`config.mk`:
```
export PLATFORM = sky130hd
export DESIGN_NAME = cbq_mul
export DESIGN_NICKNAME = d
export VERILOG_FILES = /design/src/cbq_pkg.sv /design/src/cbq_mul.sv
export SDC_FILE = /design/constraint.sdc
export NUM_CORES = 2
export LEC_CHECK = 0
export CAP_MARGIN = 30
export CORE_MARGIN = 2
export CORE_UTILIZATION = 40
export CTS_CLUSTER_DIAMETER = 40
export DETAILED_ROUTE_END_ITERATION = 8
export DONT_BUFFER_PORTS = 1
export PLACE_DENSITY = 0.56
export SYNTH_ARGS = -nofsm -noshare
export SYNTH_HDL_FRONTEND = slang
export SYNTH_SLANG_ARGS = --single-unit
export TNS_END_PERCENT = 10
```
`constraint.sdc`:
```
create_clock -name clk -period 9.75 [get_ports clk]
set_input_delay 0.4875 -clock clk [delete_from_list [all_inputs] [get_ports clk]]
set_output_delay 0.4875 -clock clk [all_outputs]
set_load 0.005 [all_outputs]
```
`src/cbq_pkg.sv`:
```
package cbq_pkg;

  // Store sizes.
  localparam int MAX_TRACKS  = 8;
  localparam int MAX_STAGES  = 4;
  localparam int TRK_W       = $clog2(MAX_TRACKS);
  localparam int STG_W       = $clog2(MAX_STAGES);
  localparam int CNT_W       = $clog2(MAX_STAGES + 1);
  localparam int HIST_ROWS   = MAX_TRACKS * MAX_STAGES;
  localparam int ROW_W       = $clog2(HIST_ROWS);
  localparam int COEFF_DEPTH = MAX_STAGES * 4;
  localparam int CIDX_W      = $clog2(COEFF_DEPTH);

  // Datapath widths.
  localparam int SAMPLE_W = 24;
  localparam int DATA_W   = 32;
  localparam int MUL_W    = 33;
  localparam int PROD_W   = 64;
  localparam int FRAC_W   = 28;
  localparam int TERM_W   = PROD_W - FRAC_W;
  localparam int ACC_W    = 38;
  localparam int THR_W    = 31;

  // Configuration port.
  localparam int CFG_IDX_W = 3;
  localparam int CFG_W     = 32;

  localparam logic [CFG_IDX_W-1:0] CFG_FILTER_MODE    = 3'd0;
  localparam logic [CFG_IDX_W-1:0] CFG_BASE_GAIN      = 3'd1;
  localparam logic [CFG_IDX_W-1:0] CFG_HIGH_GAIN      = 3'd2;
  localparam logic [CFG_IDX_W-1:0] CFG_LOW_GAIN       = 3'd3;
  localparam logic [CFG_IDX_W-1:0] CFG_STAGE_COUNT    = 3'd4;
  localparam logic [CFG_IDX_W-1:0] CFG_NEAR_THRESHOLD = 3'd5;

  // Filter modes.
  localparam logic [1:0] MODE_BUTTERWORTH = 2'd0;
  localparam logic [1:0] MODE_BESSEL      = 2'd1;

  // Item operations.
  localparam logic OP_SAMPLE = 1'b0;
  localparam logic OP_COEFF  = 1'b1;

  // Unity gain in Q4.28.
  localparam logic signed [DATA_W-1:0] ONE_Q28 = 32'sh1000_0000;

  typedef struct packed {
    logic                       op;
    logic [2:0]                 track;
    logic signed [SAMPLE_W-1:0] sample_in;
    logic [3:0]                 coeff_index;
    logic signed [DATA_W-1:0]   coeff_value;
    logic                       block_last;
  } in_item_t;

  typedef struct packed {
    logic signed [SAMPLE_W-1:0] sample_out;
    logic                       block_last_out;
  } out_item_t;

  // Saturate an accumulator value to a signed 32-bit word.
  function automatic logic signed [DATA_W-1:0] sat32(input logic signed [ACC_W-1:0] v);
    logic [ACC_W-DATA_W:0] top;
    top = v[ACC_W-1:DATA_W-1];
    if (top == '0 || top == '1) begin
      return v[DATA_W-1:0];
    end
    return v[ACC_W-1] ? {1'b1, {(DATA_W-1){1'b0}}} : {1'b0, {(DATA_W-1){1'b1}}};
  endfunction

  // Saturate a 32-bit word to a signed 24-bit sample.
  function automatic logic signed [SAMPLE_W-1:0] sat24(input logic signed [DATA_W-1:0] v);
    logic [DATA_W-SAMPLE_W:0] top;
    top = v[DATA_W-1:SAMPLE_W-1];
    if (top == '0 || top == '1) begin
      return v[SAMPLE_W-1:0];
    end
    return v[DATA_W-1] ? {1'b1, {(SAMPLE_W-1){1'b0}}} : {1'b0, {(SAMPLE_W-1){1'b1}}};
  endfunction

endpackage

```
`src/cbq_mul.sv`:
```
module cbq_mul (
  input  logic                               clk,
  input  logic signed [cbq_pkg::MUL_W-1:0]   mul_a,
  input  logic signed [cbq_pkg::MUL_W-1:0]   mul_b,
  output logic signed [cbq_pkg::PROD_W-1:0]  prod_r
);
  import cbq_pkg::*;

  logic signed [2*MUL_W-1:0] full;

  // Signed product; every value used here fits in the low 64 bits.
  assign full = mul_a * mul_b;

  always_ff @(posedge clk) begin
    prod_r <= full[PROD_W-1:0];
  end

endmodule

```
==> reports/metrics.cfg <==
[timing]
fin_crit_sh_pct = 80.4
rsz0062_at_grt = false
hold-worst-slack_ps = 241
finalSetupViolCount = 0
tightest_slew_ps = 659
fin_crit_ps = 7840
slew_viol_final = 0
timing.fmax_mhz = 128
fin_setup_tns_ps = 0
hold_viol = 0
slew_headroom_pct = 55.9

[critical_path]
start_kind = primary input
path_class = primary input to flop
worstPathMaxFanout = 33
end_kind = flop
critical_path_required_ps = 10010
crit_end = prod_r[60]
crit_path_start = mul_b[0]
cp.arrival_ps = 8100

[die]
die-height_um = 318
die_x_um = 318
start_util_pct = 40.3
core_area_mm2 = 0.0981
die_area_mm2 = 0.101
row_count = 115
ioPinCount = 131

[status]
outcome = complete, no violations

[clock_tree]
cts_root_buf = clkbuf_16
clk_path_buf_depth = 2
ctsResizeCount = 0
cts_tree = done
cts.sinks = 64
clk_pin_slew_ps = 80
hold_buffers = 0
htree_levels = 3
cts_made_buffers = 9
post_cts_buffers = 0

[grt]
grt_busiest_layer = met2
grt_pass1_vias = 30200
grt.met2_usage_pct = 41.1
grtUsageMet3_pct = 3.03
grt_use_total_pct = 22.5
grt_pass1_wl_mm = 175
grt_max_degree = 35
globalRouteMet1Util_pct = 26.5
antenna_found_initial = 1
overflow = 0

[drt]
vias = 26700
detail-route-antenna-nets = 0
drt_iter0_drc = 1250
drc_errors = 0
avgViaCountPerCell = 5.05
wl_per_cell_um = 20.6
dr.pass1.iters = 6
routed_wl_mm = 109

[synthesis]
netlist_instances = 4207
synth-xor-area-share_pct = 1.68
synth_nets = 5611
synth-adder-area-share_pct = 63.7
syn_area_mm2 = 0.0395
synth-edff-count = 0
avgSynthCellArea_um2 = 9.40
ys.flop_type = dfxtp_1
synth-simple-area-share_pct = 15.7
muxShareOfSynthArea_pct = 0.0253
async_reset_ff_share_pct = 0
yosysWarnings = 0
seq_area_frac_synth_pct = 3.24
synth_compound_area_share_pct = 3.25
yosysUniqueCellTypes = 57
ys_seq_elements = 64
synth_top_family_by_area = adder cells

[final_layout]
largestRegisters = prod_r: 64 flops
stdcell_count = 5291
nNetsFinal = 5402
finalInstanceArea_mm2 = 0.0406
area_growth_pct = 2.78
n_fill_cell = 9790
regMostFlops = prod_r
final_layout_size_suffix_gt1_share_pct = 0.625
largest_reg_flops = 64

[worst_hold_path]
hold_path.class = primary input to flop

[placed_design]
gp_congestion = 0.863
post_dp_cell_area_mm2 = 0.0403
io_buffers = 0
placed_cells = 5274
dp_hpwl_mm = 88.8

[flow_run]
drv_cap = 0

-- cells in the final DEF, fill, tap and decap left out, drive strengths merged, types with 4 or more instances in the layout --
cell type     n
fa         1125
inv        1087
and2        548
nand2       547
ha          212
a21oi        70
dfxtp        64
xnor2        55
o21ai        36
nor2b        32
xor2         21
o21a         18
a21o         18
nand3        18
nor2         18
nand4        12
nor3         12
clkbuf       10
nand2b        9
a211oi        9
o21bai        7
o211ai        7
and3          6
a31oi         6
o31ai         4
and4          4
nor4          4
or3           4
a21boi        4
-- cells by family (layout without fill, tap and decap cells) --
family | Yosys count | count (layout)
compound gates | 200 | 200
xor+xnor | 76 | 76
fa+ha+maj | 1337 | 1337
buf+inv | 1308 | 1104
flops | 64 | 64
mux | 1 | 1
other cells | 0 | 1
simple gates | 1221 | 1221
-- critical path, stage by stage --
cell and delay (ps):
nand2_1 100, inv_1 90, fa_1 580, fa_1 560
fa_1 510, buf_4 210, inv_1 140, fa_1 800
inv_1 350, fa_1 540, fa_1 500, fa_1 490
inv_1 50, fa_1 470, inv_1 40, ha_1 420
nand3_1 180, nor4_1 580, nand3_1 140, o211ai_1 330
a211o_1 270, nand4_1 130, o311ai_2 80
-- worst min-delay path by stage --
stage / slack [ps] / end / startpoint / cells after the start
2_1_floorplan: 610 / prod_r[0] / mul_a[0] / 1
3_3_place_gp: 620 / prod_r[0] / mul_b[0] / 1
3_5_place_dp: 620 / prod_r[0] / mul_a[0] / 1
4_1_cts: 210 / prod_r[0] / mul_a[0] / 1
5_1_grt: 220 / prod_r[0] / mul_a[0] / 1
6_report: 240 / prod_r[0] / mul_a[0] / 1
-- per-stage QoR --
step           util (%)  setup WS (ps)
2_1_floorplan         -           2000
3_3_place_gp       41.1           1670
3_5_place_dp       41.1           1620
4_1_cts            41.4           1980
5_1_grt            41.4           1490
6_report           41.4           1910
-- synth_stat cells, types with 3 or more instances --
library cell | n | share of area [%]
a211oi_1 | 8 | 0.15
a21boi_0 | 3 | 0.057
a21o_1 | 18 | 0.34
a21oi_1 | 69 | 0.87
a31oi_1 | 6 | 0.095
and2_1 | 548 | 8.7
and3_1 | 6 | 0.095
and4_1 | 4 | 0.089
clkbuf_1 | 222 | 2.1
dfxtp_1 | 64 | 3.2
fa_1 | 1125 | 57
ha_1 | 212 | 6.7
inv_1 | 1086 | 10
nand2_1 | 547 | 5.2
nand2b_1 | 9 | 0.14
nand3_1 | 18 | 0.23
nand4_1 | 12 | 0.19
nor2_1 | 18 | 0.17
nor2b_1 | 32 | 0.51
nor3_1 | 11 | 0.14
nor4_1 | 4 | 0.063
o211ai_1 | 7 | 0.13
o21a_1 | 18 | 0.34
o21ai_0 | 29 | 0.37
o21ai_1 | 6 | 0.076
o21bai_1 | 7 | 0.13
o31ai_1 | 4 | 0.076
or3_1 | 4 | 0.063
xnor2_1 | 55 | 1.2
xor2_1 | 21 | 0.47
-- layer usage --
layer  vias to the layer above  routed length (um)
li1                      11500                   -
met1                     14400               40600
met2                       652               58300
met3                       171                4800
met4                         0                5110
met5                         -                   0
-- cell type report --
class | count | area [um2] | share of cell area [%]
clock buffers | 10 | 229 | 0.563
flip-flops and latches | 64 | 1280 | 3.15
repair buffers | 2 | 22.5 | 0.0554
inverters | 1086 | 4080 | 10.0
well taps | 1287 | 1610 | 3.96
diodes | 1 | 2.50 | 0.00616
clock inverters | 6 | 68.8 | 0.169
multi-input cells | 2835 | 33400 | 82.1
Power is left out: the tool's default activity adds up to more than one toggle a clock period on the data nets, which glitch-free logic cannot reach.
